<file path="config.mk">
export PLATFORM = sky130hd
export DESIGN_NAME = slab_bitmap_slot_allocator
export DESIGN_NICKNAME = d
export VERILOG_FILES = /design/src/hw/rtl/sbsa_pkg.sv /design/src/hw/rtl/sbsa_div.sv /design/src/hw/rtl/sbsa_ctrl.sv /design/src/hw/rtl/sbsa_dpath.sv /design/src/hw/rtl/slab_bitmap_slot_allocator.sv
export VERILOG_INCLUDE_DIRS = /design/src /design/src/hw/rtl
export SDC_FILE = /design/constraint.sdc
export NUM_CORES = 1
export LEC_CHECK = 0
export BUFFER_PORTS_ARGS = -buffer_cell sky130_fd_sc_hd__buf_2
export CAP_MARGIN = 10
export CORE_MARGIN = 2
export CORE_UTILIZATION = 30
export DETAILED_ROUTE_END_ITERATION = 16
export REMOVE_ABC_BUFFERS = 1
export SLEW_MARGIN = 5
export SYNTH_ARGS = -nofsm -noshare
export SYNTH_HDL_FRONTEND = slang
export SYNTH_SLANG_ARGS = --single-unit
</file>
<file path="constraint.sdc">
create_clock -name i_clk -period 7.75 [get_ports i_clk]
set_input_delay 1.1625 -clock i_clk [delete_from_list [all_inputs] [get_ports i_clk]]
set_output_delay 1.1625 -clock i_clk [all_outputs]
set_load 0.02 [all_outputs]
</file>
<file path="src/hw/rtl/slab_bitmap_slot_allocator_assert.svh">
// Assertion macros for the slab slot allocator. Both expect i_clk and i_rst_n
// in the scope where they are used.
`ifndef SLAB_BITMAP_SLOT_ALLOCATOR_ASSERT_SVH
`define SLAB_BITMAP_SLOT_ALLOCATOR_ASSERT_SVH

`ifndef SYNTH

// The consequent must hold in the same cycle as the antecedent.
`define SBSA_ASSERT_IMP(lbl, ante, cons) \
    lbl: assert property (@(posedge i_clk) disable iff (!i_rst_n) (ante) |-> (cons)) \
        else $error("slab allocator check failed (same cycle)");

// The consequent must hold in the cycle after the antecedent.
`define SBSA_ASSERT_NXT(lbl, ante, cons) \
    lbl: assert property (@(posedge i_clk) disable iff (!i_rst_n) (ante) |=> (cons)) \
        else $error("slab allocator check failed (next cycle)");

`else

`define SBSA_ASSERT_IMP(lbl, ante, cons)
`define SBSA_ASSERT_NXT(lbl, ante, cons)

`endif

`endif

</file>
<file path="src/hw/rtl/sbsa_pkg.sv">
package sbsa_pkg;

    // Field widths.
    localparam int CMD_W  = 2;
    localparam int OFS_W  = 22;
    localparam int STAT_W = 2;
    localparam int IDX_W  = 9;
    localparam int CNT_W  = 10;
    localparam int SIZE_W = 17;

    // Bitmap organization.
    localparam int WORD_BITS     = 64;
    localparam int WB_LOG        = 6;
    localparam int DEF_MAX_SLOTS = 512;

    // Slot count and object size after reset.
    localparam int RST_COUNT = 8;
    localparam int RST_SIZE  = 64;

    // Commands.
    localparam logic [CMD_W-1:0] CMD_INIT  = 2'd0;
    localparam logic [CMD_W-1:0] CMD_ALLOC = 2'd1;
    localparam logic [CMD_W-1:0] CMD_FREE  = 2'd2;

    // Result status codes.
    localparam logic [STAT_W-1:0] ST_OK     = 2'd0;
    localparam logic [STAT_W-1:0] ST_FULL   = 2'd1;
    localparam logic [STAT_W-1:0] ST_RANGE  = 2'd2;
    localparam logic [STAT_W-1:0] ST_DOUBLE = 2'd3;

    // Configuration register indexes.
    localparam logic CFG_OBJ_COUNT = 1'b0;
    localparam logic CFG_OBJ_SIZE  = 1'b1;

    // Commands from the controller to the datapath.
    typedef struct packed {
        logic              load;        // capture input item and configuration
        logic              init_wr;     // write one init word, advance word counter
        logic              rd_scan;     // read bitmap word at word counter
        logic              wcnt_inc;    // advance word counter
        logic              alloc_take;  // mark lowest free bit of read word used
        logic              mul;         // compute slot offset
        logic              div_start;   // start offset division
        logic              rd_free;     // read bitmap word of quotient slot
        logic              free_clr;    // clear the slot bit
        logic              finish;      // load the output register
        logic [STAT_W-1:0] status;
        logic              use_idx;
        logic              use_off;
    } t_dp_cmd;

    // Status from the datapath to the controller.
    typedef struct packed {
        logic wcnt_last;
        logic scan_more;
        logic word_full;
        logic div_done;
        logic out_range;
        logic bit_used;
        logic out_free;
    } t_dp_stat;

endpackage

</file>
<file path="src/hw/rtl/sbsa_div.sv">
module sbsa_div
    import sbsa_pkg::*;
(
    input  logic              i_clk,
    input  logic              i_rst_n,
    input  logic              i_start,
    input  logic [OFS_W-1:0]  i_dividend,
    input  logic [SIZE_W-1:0] i_divisor,
    output logic [OFS_W-1:0]  o_quotient,
    output logic              o_done
);

    // Restoring division, one quotient bit per cycle. The dividend shifts out
    // of the top of r_q while quotient bits shift in at the bottom.
    localparam int CNTW = $clog2(OFS_W + 1);

    logic [OFS_W-1:0]  r_q;
    logic [SIZE_W-1:0] r_rem;
    logic [CNTW-1:0]   r_cnt;
    logic              r_done;

    logic [SIZE_W:0]   rem_sh;
    logic [SIZE_W+1:0] diff;

    assign rem_sh = {r_rem, r_q[OFS_W-1]};
    assign diff   = {1'b0, rem_sh} - {2'b00, i_divisor};

    always_ff @(posedge i_clk) begin
        if (!i_rst_n) begin
            r_cnt  <= '0;
            r_done <= 1'b0;
        end else if (i_start) begin
            r_cnt  <= CNTW'(OFS_W);
            r_done <= 1'b0;
        end else if (r_cnt != '0) begin
            r_cnt  <= r_cnt - 1'b1;
            r_done <= (r_cnt == CNTW'(1));
        end else begin
            r_done <= 1'b0;
        end
    end

    always_ff @(posedge i_clk) begin
        if (i_start) begin
            r_q   <= i_dividend;
            r_rem <= '0;
        end else if (r_cnt != '0) begin
            if (!diff[SIZE_W+1]) begin
                r_rem <= diff[SIZE_W-1:0];
                r_q   <= {r_q[OFS_W-2:0], 1'b1};
            end else begin
                r_rem <= rem_sh[SIZE_W-1:0];
                r_q   <= {r_q[OFS_W-2:0], 1'b0};
            end
        end
    end

    assign o_quotient = r_q;
    assign o_done     = r_done;

endmodule

</file>
<file path="src/hw/rtl/sbsa_ctrl.sv">
module sbsa_ctrl
    import sbsa_pkg::*;
(
    input  logic             i_clk,
    input  logic             i_rst_n,
    input  logic             i_valid,
    input  logic [CMD_W-1:0] i_command,
    output logic             o_stall,
    output t_dp_cmd          o_cmd,
    input  t_dp_stat         i_stat
);

    typedef enum logic [3:0] {
        S_CLEAR,
        S_IDLE,
        S_INIT,
        S_SCAN_RD,
        S_SCAN_CHK,
        S_MUL,
        S_DIV_GO,
        S_DIV_WAIT,
        S_FREE_RD,
        S_FREE_CHK,
        S_DONE
    } t_state;

    t_state            r_state, n_state;
    logic [STAT_W-1:0] r_status, n_status;
    logic              r_use_idx, n_use_idx;
    logic              r_use_off, n_use_off;

    always_comb begin
        n_state   = r_state;
        n_status  = r_status;
        n_use_idx = r_use_idx;
        n_use_off = r_use_off;
        o_cmd     = '0;
        unique case (r_state)
            S_CLEAR: begin
                o_cmd.init_wr = 1'b1;
                if (i_stat.wcnt_last) begin
                    n_state = S_IDLE;
                end
            end
            S_IDLE: begin
                if (i_valid) begin
                    o_cmd.load = 1'b1;
                    n_status   = ST_OK;
                    n_use_idx  = 1'b0;
                    n_use_off  = 1'b0;
                    unique case (i_command)
                        CMD_INIT:  n_state = S_INIT;
                        CMD_ALLOC: n_state = S_SCAN_RD;
                        CMD_FREE:  n_state = S_DIV_GO;
                        default:   n_state = S_DONE;
                    endcase
                end
            end
            S_INIT: begin
                o_cmd.init_wr = 1'b1;
                if (i_stat.wcnt_last) begin
                    n_state = S_DONE;
                end
            end
            S_SCAN_RD: begin
                if (i_stat.scan_more) begin
                    o_cmd.rd_scan = 1'b1;
                    n_state       = S_SCAN_CHK;
                end else begin
                    n_status = ST_FULL;
                    n_state  = S_DONE;
                end
            end
            S_SCAN_CHK: begin
                if (i_stat.word_full) begin
                    o_cmd.wcnt_inc = 1'b1;
                    n_state        = S_SCAN_RD;
                end else begin
                    o_cmd.alloc_take = 1'b1;
                    n_state          = S_MUL;
                end
            end
            S_MUL: begin
                o_cmd.mul = 1'b1;
                n_use_idx = 1'b1;
                n_use_off = 1'b1;
                n_state   = S_DONE;
            end
            S_DIV_GO: begin
                o_cmd.div_start = 1'b1;
                n_state         = S_DIV_WAIT;
            end
            S_DIV_WAIT: begin
                if (i_stat.div_done) begin
                    n_state = S_FREE_RD;
                end
            end
            S_FREE_RD: begin
                if (i_stat.out_range) begin
                    n_status = ST_RANGE;
                    n_state  = S_DONE;
                end else begin
                    o_cmd.rd_free = 1'b1;
                    n_state       = S_FREE_CHK;
                end
            end
            S_FREE_CHK: begin
                n_use_idx = 1'b1;
                if (i_stat.bit_used) begin
                    o_cmd.free_clr = 1'b1;
                end else begin
                    n_status = ST_DOUBLE;
                end
                n_state = S_DONE;
            end
            S_DONE: begin
                if (i_stat.out_free) begin
                    o_cmd.finish = 1'b1;
                    n_state      = S_IDLE;
                end
            end
            default: begin
                n_state = S_IDLE;
            end
        endcase
        o_cmd.status  = r_status;
        o_cmd.use_idx = r_use_idx;
        o_cmd.use_off = r_use_off;
    end

    always_ff @(posedge i_clk) begin
        if (!i_rst_n) begin
            r_state   <= S_CLEAR;
            r_status  <= ST_OK;
            r_use_idx <= 1'b0;
            r_use_off <= 1'b0;
        end else begin
            r_state   <= n_state;
            r_status  <= n_status;
            r_use_idx <= n_use_idx;
            r_use_off <= n_use_off;
        end
    end

    assign o_stall = (r_state != S_IDLE);

endmodule

</file>
<file path="src/hw/rtl/sbsa_dpath.sv">
module sbsa_dpath
    import sbsa_pkg::*;
#(
    parameter int MaxSlots = DEF_MAX_SLOTS
) (
    input  logic              i_clk,
    input  logic              i_rst_n,
    input  logic              i_cfg_we,
    input  logic              i_cfg_index,
    input  logic [SIZE_W-1:0] i_cfg_data,
    input  logic [OFS_W-1:0]  i_free_offset,
    input  t_dp_cmd           i_cmd,
    output t_dp_stat          o_stat,
    input  logic              i_stall,
    output logic              o_valid,
    output logic [STAT_W-1:0] o_status,
    output logic [IDX_W-1:0]  o_slot_index,
    output logic [OFS_W-1:0]  o_slot_offset,
    output logic [CNT_W-1:0]  o_free_slots
);

    localparam int Words = (MaxSlots + WORD_BITS - 1) / WORD_BITS;
    localparam int AW    = (Words > 1) ? $clog2(Words) : 1;
    localparam int WCW   = $clog2(Words + 1);
    localparam int CW    = $clog2(MaxSlots + 1);
    localparam int PW    = $clog2(MaxSlots);
    localparam int SW    = (WCW + WB_LOG > CW) ? WCW + WB_LOG : CW;
    localparam int MW    = PW + SIZE_W;

    function automatic logic [WB_LOG-1:0] f_low_zero(input logic [WORD_BITS-1:0] w);
        logic [WB_LOG-1:0] pos;
        pos = '0;
        for (int i = WORD_BITS - 1; i >= 0; i--) begin
            if (!w[i]) begin
                pos = WB_LOG'(i);
            end
        end
        return pos;
    endfunction

    // Configuration registers.
    logic [CNT_W-1:0]  r_obj_count;
    logic [SIZE_W-1:0] r_obj_size;

    // Per-item working registers.
    logic [OFS_W-1:0]  r_offset;
    logic [CW-1:0]     r_n;
    logic [SIZE_W-1:0] r_size;
    logic [WCW-1:0]    r_wcnt;
    logic [PW-1:0]     r_pos;
    logic [OFS_W-1:0]  r_soff;
    logic [CW-1:0]     r_free_count;

    // Bitmap memory, one word per entry, registered read.
    logic [WORD_BITS-1:0] r_mem [Words];
    logic [WORD_BITS-1:0] r_rdata;

    // Output register.
    logic              r_out_valid;
    logic [STAT_W-1:0] r_status;
    logic [IDX_W-1:0]  r_index;
    logic [OFS_W-1:0]  r_slot_off;
    logic [CNT_W-1:0]  r_fslots;

    logic [CW-1:0]        eff_n;
    logic [SIZE_W-1:0]    eff_size;
    logic [SW-1:0]        first_bit;
    logic [SW-1:0]        n_ext;
    logic [SW-1:0]        n_rem;
    logic [WORD_BITS-1:0] init_word;
    logic [WB_LOG-1:0]    low_zero;
    logic [OFS_W-1:0]     quotient;
    logic                 div_done;
    logic [MW-1:0]        prod;
    logic                 mem_we;
    logic [AW-1:0]        mem_waddr;
    logic [WORD_BITS-1:0] mem_wdata;
    logic                 mem_re;
    logic [AW-1:0]        mem_raddr;
    logic                 out_free;

    assign eff_n    = (32'(r_obj_count) > MaxSlots) ? CW'(MaxSlots) : CW'(r_obj_count);
    assign eff_size = (r_obj_size == '0) ? SIZE_W'(1) : r_obj_size;

    // Init pattern for the word at r_wcnt: slots below the count free, others used.
    assign first_bit = SW'({r_wcnt, {WB_LOG{1'b0}}});
    assign n_ext     = SW'(r_n);
    assign n_rem     = n_ext - first_bit;

    always_comb begin
        if (n_ext >= first_bit + SW'(WORD_BITS)) begin
            init_word = '0;
        end else if (n_ext <= first_bit) begin
            init_word = '1;
        end else begin
            init_word = {WORD_BITS{1'b1}} << n_rem[WB_LOG-1:0];
        end
    end

    assign low_zero = f_low_zero(r_rdata);
    assign prod     = MW'(r_pos) * MW'(r_size);
    assign out_free = !r_out_valid || !i_stall;

    sbsa_div u_div (
        .i_clk      (i_clk),
        .i_rst_n    (i_rst_n),
        .i_start    (i_cmd.div_start),
        .i_dividend (r_offset),
        .i_divisor  (r_size),
        .o_quotient (quotient),
        .o_done     (div_done)
    );

    // Memory port selection.
    always_comb begin
        mem_we    = 1'b0;
        mem_waddr = AW'(r_wcnt);
        mem_wdata = init_word;
        if (i_cmd.init_wr) begin
            mem_we = 1'b1;
        end else if (i_cmd.alloc_take) begin
            mem_we    = 1'b1;
            mem_wdata = r_rdata | (WORD_BITS'(1) << low_zero);
        end else if (i_cmd.free_clr) begin
            mem_we    = 1'b1;
            mem_waddr = AW'(r_pos >> WB_LOG);
            mem_wdata = r_rdata & ~(WORD_BITS'(1) << r_pos[WB_LOG-1:0]);
        end
        mem_re    = i_cmd.rd_scan || i_cmd.rd_free;
        mem_raddr = i_cmd.rd_free ? AW'(quotient >> WB_LOG) : AW'(r_wcnt);
    end

    always_ff @(posedge i_clk) begin
        if (mem_we) begin
            r_mem[mem_waddr] <= mem_wdata;
        end
        if (mem_re) begin
            r_rdata <= r_mem[mem_raddr];
        end
    end

    // Configuration, item capture, word counter and free count.
    always_ff @(posedge i_clk) begin
        if (!i_rst_n) begin
            r_obj_count  <= CNT_W'(RST_COUNT);
            r_obj_size   <= SIZE_W'(RST_SIZE);
            r_n          <= CW'(RST_COUNT);
            r_wcnt       <= '0;
            r_free_count <= CW'(RST_COUNT);
        end else begin
            if (i_cfg_we) begin
                case (i_cfg_index)
                    CFG_OBJ_COUNT: r_obj_count <= i_cfg_data[CNT_W-1:0];
                    CFG_OBJ_SIZE:  r_obj_size  <= i_cfg_data;
                    default:       ;
                endcase
            end
            if (i_cmd.load) begin
                r_n    <= eff_n;
                r_wcnt <= '0;
            end else if (i_cmd.init_wr || i_cmd.wcnt_inc) begin
                r_wcnt <= r_wcnt + 1'b1;
            end
            if (i_cmd.init_wr) begin
                r_free_count <= r_n;
            end else if (i_cmd.alloc_take) begin
                r_free_count <= r_free_count - 1'b1;
            end else if (i_cmd.free_clr) begin
                r_free_count <= r_free_count + 1'b1;
            end
        end
    end

    always_ff @(posedge i_clk) begin
        if (i_cmd.load) begin
            r_offset <= i_free_offset;
            r_size   <= eff_size;
        end
        if (i_cmd.alloc_take) begin
            r_pos <= PW'({r_wcnt, low_zero});
        end else if (i_cmd.rd_free) begin
            r_pos <= PW'(quotient);
        end
        if (i_cmd.mul) begin
            r_soff <= prod[OFS_W-1:0];
        end
    end

    // Output register.
    always_ff @(posedge i_clk) begin
        if (!i_rst_n) begin
            r_out_valid <= 1'b0;
        end else if (i_cmd.finish) begin
            r_out_valid <= 1'b1;
        end else if (!i_stall) begin
            r_out_valid <= 1'b0;
        end
    end

    always_ff @(posedge i_clk) begin
        if (i_cmd.finish) begin
            r_status   <= i_cmd.status;
            r_index    <= i_cmd.use_idx ? IDX_W'(r_pos) : '0;
            r_slot_off <= i_cmd.use_off ? r_soff : '0;
            r_fslots   <= CNT_W'(r_free_count);
        end
    end

    assign o_stat.wcnt_last = (r_wcnt == WCW'(Words - 1));
    assign o_stat.scan_more = (first_bit < n_ext);
    assign o_stat.word_full = (r_rdata == '1);
    assign o_stat.div_done  = div_done;
    assign o_stat.out_range = (quotient >= OFS_W'(r_n));
    assign o_stat.bit_used  = r_rdata[r_pos[WB_LOG-1:0]];
    assign o_stat.out_free  = out_free;

    assign o_valid       = r_out_valid;
    assign o_status      = r_status;
    assign o_slot_index  = r_index;
    assign o_slot_offset = r_slot_off;
    assign o_free_slots  = r_fslots;

endmodule

</file>
<file path="src/hw/rtl/slab_bitmap_slot_allocator.sv">
// Slab slot allocator for one pool of fixed-size objects, tracked in a used-slot
// bitmap of 64-bit words held in a small memory. Each transfer on the input
// channel carries one command and yields exactly one result transfer. Init
// marks the first object_count slots free and every other slot used, one
// memory word per cycle. Allocate reads the words from the lowest up, each
// with a memory read and then the lowest-zero search, until it finds a free
// slot or passes the configured count (pool full). Free divides the byte offset
// by the object size in a divider that yields one quotient bit per cycle; that
// divider sets the worst-case rate. One command is in flight at a time, but
// the next one is taken while the previous result still waits in the output
// register. After reset the block runs a clearing pass that writes the reset
// bitmap (slots 0 to 7 free) and holds stall high meanwhile; configuration
// writes are taken at any time and apply from the next command.

`include "slab_bitmap_slot_allocator_assert.svh"

module slab_bitmap_slot_allocator
    import sbsa_pkg::*;
#(
    parameter int MaxSlots = DEF_MAX_SLOTS
) (
    input  logic              i_clk,
    input  logic              i_rst_n,
    // Command channel.
    input  logic              i_valid,
    output logic              o_stall,
    input  logic [CMD_W-1:0]  i_command,
    input  logic [OFS_W-1:0]  i_free_offset,
    // Result channel.
    output logic              o_valid,
    input  logic              i_stall,
    output logic [STAT_W-1:0] o_status,
    output logic [IDX_W-1:0]  o_slot_index,
    output logic [OFS_W-1:0]  o_slot_offset,
    output logic [CNT_W-1:0]  o_free_slots,
    // Configuration write port.
    input  logic              i_cfg_we,
    input  logic              i_cfg_index,
    input  logic [SIZE_W-1:0] i_cfg_data
);

    t_dp_cmd  dp_cmd;
    t_dp_stat dp_stat;

    // The controller sequences each command; the datapath holds the bitmap,
    // the free count, the divider, the offset multiplier and the output register.
    sbsa_ctrl u_ctrl (
        .i_clk     (i_clk),
        .i_rst_n   (i_rst_n),
        .i_valid   (i_valid),
        .i_command (i_command),
        .o_stall   (o_stall),
        .o_cmd     (dp_cmd),
        .i_stat    (dp_stat)
    );

    sbsa_dpath #(
        .MaxSlots (MaxSlots)
    ) u_dpath (
        .i_clk         (i_clk),
        .i_rst_n       (i_rst_n),
        .i_cfg_we      (i_cfg_we),
        .i_cfg_index   (i_cfg_index),
        .i_cfg_data    (i_cfg_data),
        .i_free_offset (i_free_offset),
        .i_cmd         (dp_cmd),
        .o_stat        (dp_stat),
        .i_stall       (i_stall),
        .o_valid       (o_valid),
        .o_status      (o_status),
        .o_slot_index  (o_slot_index),
        .o_slot_offset (o_slot_offset),
        .o_free_slots  (o_free_slots)
    );

    // A result is only loaded when the output register is empty or draining.
    `SBSA_ASSERT_IMP(a_finish_room, dp_cmd.finish, dp_stat.out_free)
    // Only one kind of bitmap write happens in a cycle.
    `SBSA_ASSERT_IMP(a_wr_excl, 1'b1, $onehot0({dp_cmd.init_wr, dp_cmd.alloc_take, dp_cmd.free_clr}))
    // An allocation only takes a bit from a word that has a free slot.
    `SBSA_ASSERT_IMP(a_take_free, dp_cmd.alloc_take, !dp_stat.word_full)
    // Once a command is accepted the block is busy in the next cycle.
    `SBSA_ASSERT_NXT(a_busy_after_accept, i_valid && !o_stall, o_stall)

endmodule

</file>
==> flow_metrics.py, run 1 <==
metrics = {
    "placement": {
        "place_hpwl_um": 73000,
        "place.gp.congestion": 1.00,
        "port-buffer-count": 91,
    },
    "synthesis": {
        "synthCells": 3185,
        "synth_top_cell_area_share": 0.540,
        "yosysWarnings": 0,
        "synth-seq-area-share": 0.582,
        "synth.top_cells.by_count": "711 x edfxtp_1, 507 x nand2_1, 205 x mux2i_1",
        "synth_area_leaders": "edfxtp_1 54%, fa_1 5.2%, mux2i_1 5.2%, nand2_1 4.8%, dfxtp_1 4.2%",
        "ys_ff_latch": 794,
        "netlist_area_mm2": 0.0396,
        "ys_dominant_reg_cell": "edfxtp_1",
        "synthArstFlopShare": 0,
        "synth.largest_area_cell": "edfxtp_1",
        "ys_types": 84,
        "yosys.cell_count.top_type": "edfxtp_1",
        "syn_area_per_cell_um2": 12.4,
        "synth_edf_count": 711,
    },
    "setup_path": {
        "crit_buf_inv": 4,
        "path_class": "register to register",
        "path_cells": "buf_4 > nand2_1 > fa_1 > inv_1 > fa_1 > inv_1 > fa_1 > inv_1 > fa_1 > ha_1 > or2_2 > o31a_1 > a31o_2 > a41o_1 > a21o_1 > a21oi_1 > xnor2_1",
        "worst-path-max-fanout": 39,
        "critPathSlowestCell": "edfxtp_1",
        "path_delay_family": "adder cells",
        "timing.critical_path.from_type": "register",
        "crit_required_ps": 8170,
        "crit_arrival_ps": 5980,
        "endpoint_kind": "register",
        "cpMostUsedCell": "fa_1",
        "slowest_delay_ps": 610,
    },
    "global_route": {
        "antenna_found_initial": 8,
        "gr-usage-all-layers": 0.162,
        "overflow": 0,
        "grt_max_degree": 115,
        "grt_first_pass_wirelength_um": 167000,
        "grt_pass1_vias": 25600,
    },
    "power_and_ir_drop": {
        "seqPwrFrac": 0.483,
        "vdd_drop_max_uv": 166,
        "p_comb_frac": 0.151,
        "p_int_mw": 8.04,
        "p_leak_nw": 16.0,
        "p_per_area_mw_per_mm2": 247,
        "switching_share": 0.271,
        "p_sw_mw": 2.98,
        "p_clk_frac": 0.365,
    },
    "timing": {
        "timing.fmax_mhz": 180,
        "fin_crit_ps": 5560,
        "timing.final.crit_share": 0.717,
        "slew_viol_final": 0,
        "hold_violations": 0,
        "tightest_slew_ps": 1270,
        "finalClockSkew_ps": 29.7,
        "timing.setup.tns_ps": 0,
        "setup_viol": 0,
        "rsz0062_at_grt": "false",
        "relSlewSlack": 0.152,
    },
    "clocking": {
        "clk_pin_slew_ps": 70,
        "cts_resized": 0,
        "numCtsBuffers": 80,
        "numClockSinks": 794,
        "root_buffer": "clkbuf_16",
        "clockBufferDepth": 3,
        "insertion_delay_ps": 670,
        "cts_hold_buf": 0,
        "h-tree-depth": 3,
        "postCtsSetupRepairBufs": 0,
        "cts_tree": "yes",
    },
    "min_path": {
        "hold_class": "register to register",
    },
    "layout": {
        "fin_nets": 3441,
        "area_growth_pct": 12.8,
        "fillers": 13000,
        "fin_util": 0.340,
        "drive_gt1_frac": 0.117,
    },
    "floorplan": {
        "start_util": 0.302,
        "die_y_um": 367,
        "ioPinCount": 92,
        "core_area_mm2": 0.131,
        "die_w_um": 367,
        "rows": 133,
        "die-area_mm2": 0.135,
    },
    "status": {
        "status": "finished clean",
    },
    "detailed_routing": {
        "drc_errors": 0,
        "drtAntennaViolNets": 0,
        "dr.pass1.iters": 5,
        "vias": 26100,
        "routed_via_density": 5.18,
        "wl_per_cell_um": 22.2,
        "wl_um": 112000,
        "drtIter0Drc": 2753,
    },
    "flow_run": {
        "cap_violations": 0,
    },
}
[worst paths after layout]
kind                         startpoint            endpoint  slack [ps]  cells past startpoint
hold reg to reg   u_dpath.r_obj_size[2]   u_dpath.r_size[2]         470                      0
setup / recovery       u_dpath.r_pos[0]  u_dpath.r_soff[21]        2190                     17
hold / removal    u_dpath.r_obj_size[2]   u_dpath.r_size[2]         470                      0
setup reg to reg       u_dpath.r_pos[0]  u_dpath.r_soff[21]        2190                     17
[sequential cells by signal (all words and copies together), names as in the netlist, 4 cells and up]
register / cells
u_dpath.o_free_slots: 10
u_dpath.r_size: 17
u_dpath.u_div.r_cnt: 5
u_dpath.r_rdata: 64
u_dpath.r_wcnt: 4
u_dpath.o_slot_offset: 22
u_dpath.r_offset: 22
u_dpath.u_div.o_quotient: 22
u_dpath.r_pos: 9
u_dpath.r_free_count: 10
u_dpath.u_div.r_rem: 17
u_dpath.r_obj_count: 10
u_dpath.r_soff: 22
u_dpath.n_ext: 10
u_dpath.o_slot_index: 9
u_ctrl.r_state: 4
u_dpath.r_mem: 512
u_dpath.r_obj_size: 17
[final cells by class]
type,count,area [µm²],area share
Sequential cell,794,23000,0.516
Multi-Input combinational cell,2033,15200,0.340
Tap cell,1755,2200,0.0492
Clock buffer,91,2100,0.0472
Timing Repair Buffer,141,881,0.0197
Clock inverter,57,648,0.0145
Inverter,161,604,0.0135
Antenna cell,3,7.51,0.000168
[power by group through the flow]
stage	combinational, mW	clock, mW	sequential, mW
finish	1.67	4.02	5.33
global route	1.85	4.26	5.35
CTS	1.67	4.09	5.33
detailed placement	1.66	0	5.41
global placement	1.64	0	5.41
floorplan	1.22	0	5.35
[placed cells by master (no fill, tap or decap), types with 8 or more instances in the layout]
| cell | n |
|---|---|
| a21boi_0 | 32 |
| a21boi_1 | 9 |
| a21o_1 | 16 |
| a21oi_1 | 121 |
| a221oi_2 | 64 |
| a22o_1 | 8 |
| a22oi_1 | 16 |
| a31oi_1 | 35 |
| a32o_1 | 64 |
| and2_1 | 91 |
| buf_2 | 91 |
| buf_4 | 45 |
| bufinv_16 | 9 |
| clkbuf_16 | 81 |
| clkinv_1 | 22 |
| clkinv_2 | 16 |
| dfxtp_1 | 83 |
| edfxtp_1 | 711 |
| fa_1 | 103 |
| ha_1 | 80 |
| inv_1 | 156 |
| mux2i_1 | 205 |
| mux4_2 | 13 |
| nand2_1 | 506 |
| nand2b_1 | 21 |
| nand3_1 | 43 |
| nand4_1 | 19 |
| nor2_1 | 93 |
| nor2b_1 | 34 |
| nor3_1 | 38 |
| o211ai_1 | 46 |
| o21a_1 | 14 |
| o21ai_0 | 83 |
| o21ai_1 | 79 |
| o221ai_1 | 17 |
| o311ai_1 | 8 |
| o31ai_1 | 8 |
| or3_1 | 8 |
| xnor2_1 | 37 |
| xor2_1 | 9 |
[metal layers]
layer | GRT usage | share of wire
met4 | 0.0436 | 0.027
met1 | 0.227 | 0.45
met3 | 0.0279 | 0.071
met2 | 0.258 | 0.46
met5 | 0 | 0
[cells by family after synthesis]
logic type      synth area share
fa+ha+maj                 0.0774
mux                       0.0607
buf+inv                   0.0381
xor+xnor                  0.0102
flops                      0.582
compound gates             0.127
simple gates               0.104
[stage by stage]
step	power, mW	hold slack (ps)	instance area (µm²)	setup WS, ps	cells
finish	11.0	466	44600	2190	5035
global route	11.5	484	44600	1910	5033
CTS	11.1	473	44600	2140	5031
detailed placement	7.08	451	41900	2120	4883
global placement	7.05	454	41900	2190	4883
floorplan	6.57	400	38700	-995	2988
Power figures use the tool's default switching activity.
==> inputs of run 2 (changes only) <==
- clock period: 7.75 -> 4.7 ns (I/O delays scaled with it)
==> flow_metrics.py, run 2 (synthesis results as in run 1) <==
metrics = {
    "setup_path": {
        "slowest_delay_ps": 560,
        "reg2reg_slack_ps": -10,
        "crit_required_ps": 5090,
        "path_delay_family": "adder cells",
        "crit_buf_inv": 2,
        "endpoint_kind": "register",
        "path_class": "register to register",
        "worst-path-max-fanout": 3,
        "path_cells": "and2_4 > fa_1 > inv_2 > fa_1 > fa_1 > inv_2 > fa_1 > ha_4 > or2_4 > o31a_1 > nand2_2 > o2111ai_4 > a31o_4 > a41o_1 > a21o_1 > a21oi_2 > xnor2_1",
        "crit_arrival_ps": 5110,
        "cpMostUsedCell": "fa_1",
        "timing.critical_path.from_type": "register",
        "timing.rr.start": "u_dpath.r_pos[4]",
        "critPathSlowestCell": "fa_1",
        "worstSetupStartpoint": "u_dpath.r_pos[4]",
    },
    "layout": {
        "drive_gt1_frac": 0.158,
        "largest_register": "u_dpath.r_mem",
        "instances_no_fill": 5189,
        "final_cell_mix": "711 x edfxtp_1, 504 x nand2_1, 205 x mux2i_1",
        "fin_nets": 3596,
        "stdcell_area_mm2": 0.0460,
        "area_growth_pct": 16.4,
        "layout.cells.most_common": "edfxtp_1",
        "largest_reg_flops": 512,
        "reg_top3": "u_dpath.r_mem x512, u_dpath.r_rdata x64",
    },
    "power_and_ir_drop": {
        "vdd_drop_max_uv": 296,
        "p_per_area_mw_per_mm2": 393,
        "p_leak_nw": 16.7,
    },
    "timing": {
        "hold_violations": 0,
        "timing.fmax_mhz": 212,
        "tightest_slew_ps": 1310,
        "slew_viol_final": 0,
        "setup_viol": 1,
        "fin_crit_ps": 4710,
        "relSlewSlack": 0.114,
        "timing.final.ws_setup_ps": -14.9,
        "rsz0062_at_grt": "true",
        "timing.final.crit_share": 1.00,
        "finalClockSkew_ps": 32.2,
        "timing.setup.tns_ps": -14.9,
    },
    "status": {
        "status": "finished with violations",
        "violations": "setup timing",
    },
    "clocking": {
        "numClockSinks": 794,
        "root_buffer": "clkbuf_16",
        "h-tree-depth": 3,
        "cts_tree": "yes",
        "numCtsBuffers": 81,
        "cts_hold_buf": 0,
        "clk_pin_slew_ps": 60,
        "insertion_delay_ps": 660,
        "clockBufferDepth": 3,
    },
    "detailed_routing": {
        "drc_errors": 0,
        "wl_per_cell_um": 21.8,
        "vias": 26800,
        "drtIter0Drc": 2733,
        "drtAntennaViolNets": 0,
        "wl_um": 113000,
        "dr.pass1.iters": 8,
        "routed_via_density": 5.17,
    },
    "floorplan": {
        "core_area_mm2": 0.131,
        "die_y_um": 367,
        "ioPinCount": 92,
        "die_w_um": 367,
        "die-area_mm2": 0.135,
        "rows": 133,
        "start_util": 0.302,
    },
    "placement": {
        "pre_cts_slack_ps": -177,
        "port-buffer-count": 91,
        "place_hpwl_um": 75700,
        "placedInstanceArea_mm2": 0.0432,
        "place.gp.congestion": 0.977,
        "placed_cells": 5027,
    },
    "flow_run": {
        "cap_violations": 0,
    },
    "global_route": {
        "grt_max_degree": 65,
        "overflow": 0,
        "grt_pass1_vias": 26400,
        "antenna_found_initial": 1,
        "grt_first_pass_wirelength_um": 170000,
        "gr-usage-all-layers": 0.164,
    },
    "min_path": {
        "hold_class": "input port to register",
        "min_from": "i_free_offset[0]",
    },
}
[run 2: cell count changes in the layout (fill, tap and decap cells not counted), sizes merged]
cell and delta:
diode -2, buf +155, bufinv -4, clkbuf +10
inv +3, clkinv -8
[run 2: final timing paths]
check                                                to  depth (start not counted)
worst min register to register  u_dpath.o_free_slots[6]                          0
worst max register to register       u_dpath.r_soff[21]                         17
worst min-delay path                u_dpath.r_offset[0]                          1
worst max-delay path                 u_dpath.r_soff[21]                         17
[run 2: layout make-up]
| type | instances | area (µm²) |
|---|---|---|
| fillers | 12800 | 85100 |
| flip-flops and latches | 794 | 23000 |
| multi-input cells | 2033 | 15300 |
| repair buffers | 295 | 2370 |
| well taps | 1755 | 2200 |
| clock buffers | 102 | 2160 |
| inverters | 161 | 604 |
| clock inverters | 48 | 442 |
| diodes | 1 | 2.50 |
[run 2: through the flow]
stage	utilization	hold WS (ps)	power, mW
final	0.351	231	18.1
after floorplan	-	400	10.8
after detailed placement	0.330	460	11.9
after CTS	0.350	198	18.2
after global routing	0.351	201	18.8
after global placement	0.330	455	11.8
[run 2: report_power, final]
| part | internal (mW) | switching (mW) | leakage, nW |
|---|---|---|---|
| Sequential | 8.49 | 0.253 | 6.89 |
| Combinational | 1.12 | 1.88 | 8.58 |
| Clock | 3.57 | 2.77 | 1.27 |
| Total | 13.2 | 4.90 | 16.7 |
[run 2: metal layers]
metal | global-route usage | vias to the layer above | routed length, µm
met2 | 0.266 | 1104 | 52600
met1 | 0.228 | 13400 | 49500
li1 | - | 12100 | -
met5 | 0 | - | 0
met4 | 0.0457 | 0 | 3140
met3 | 0.0245 | 225 | 7850
[run 2: timing repair]
action	in CTS	in global routing
pin swaps	5	19
gates resized for setup	13	15
setup buffers	5	6
setup endpoints to repair	4	5
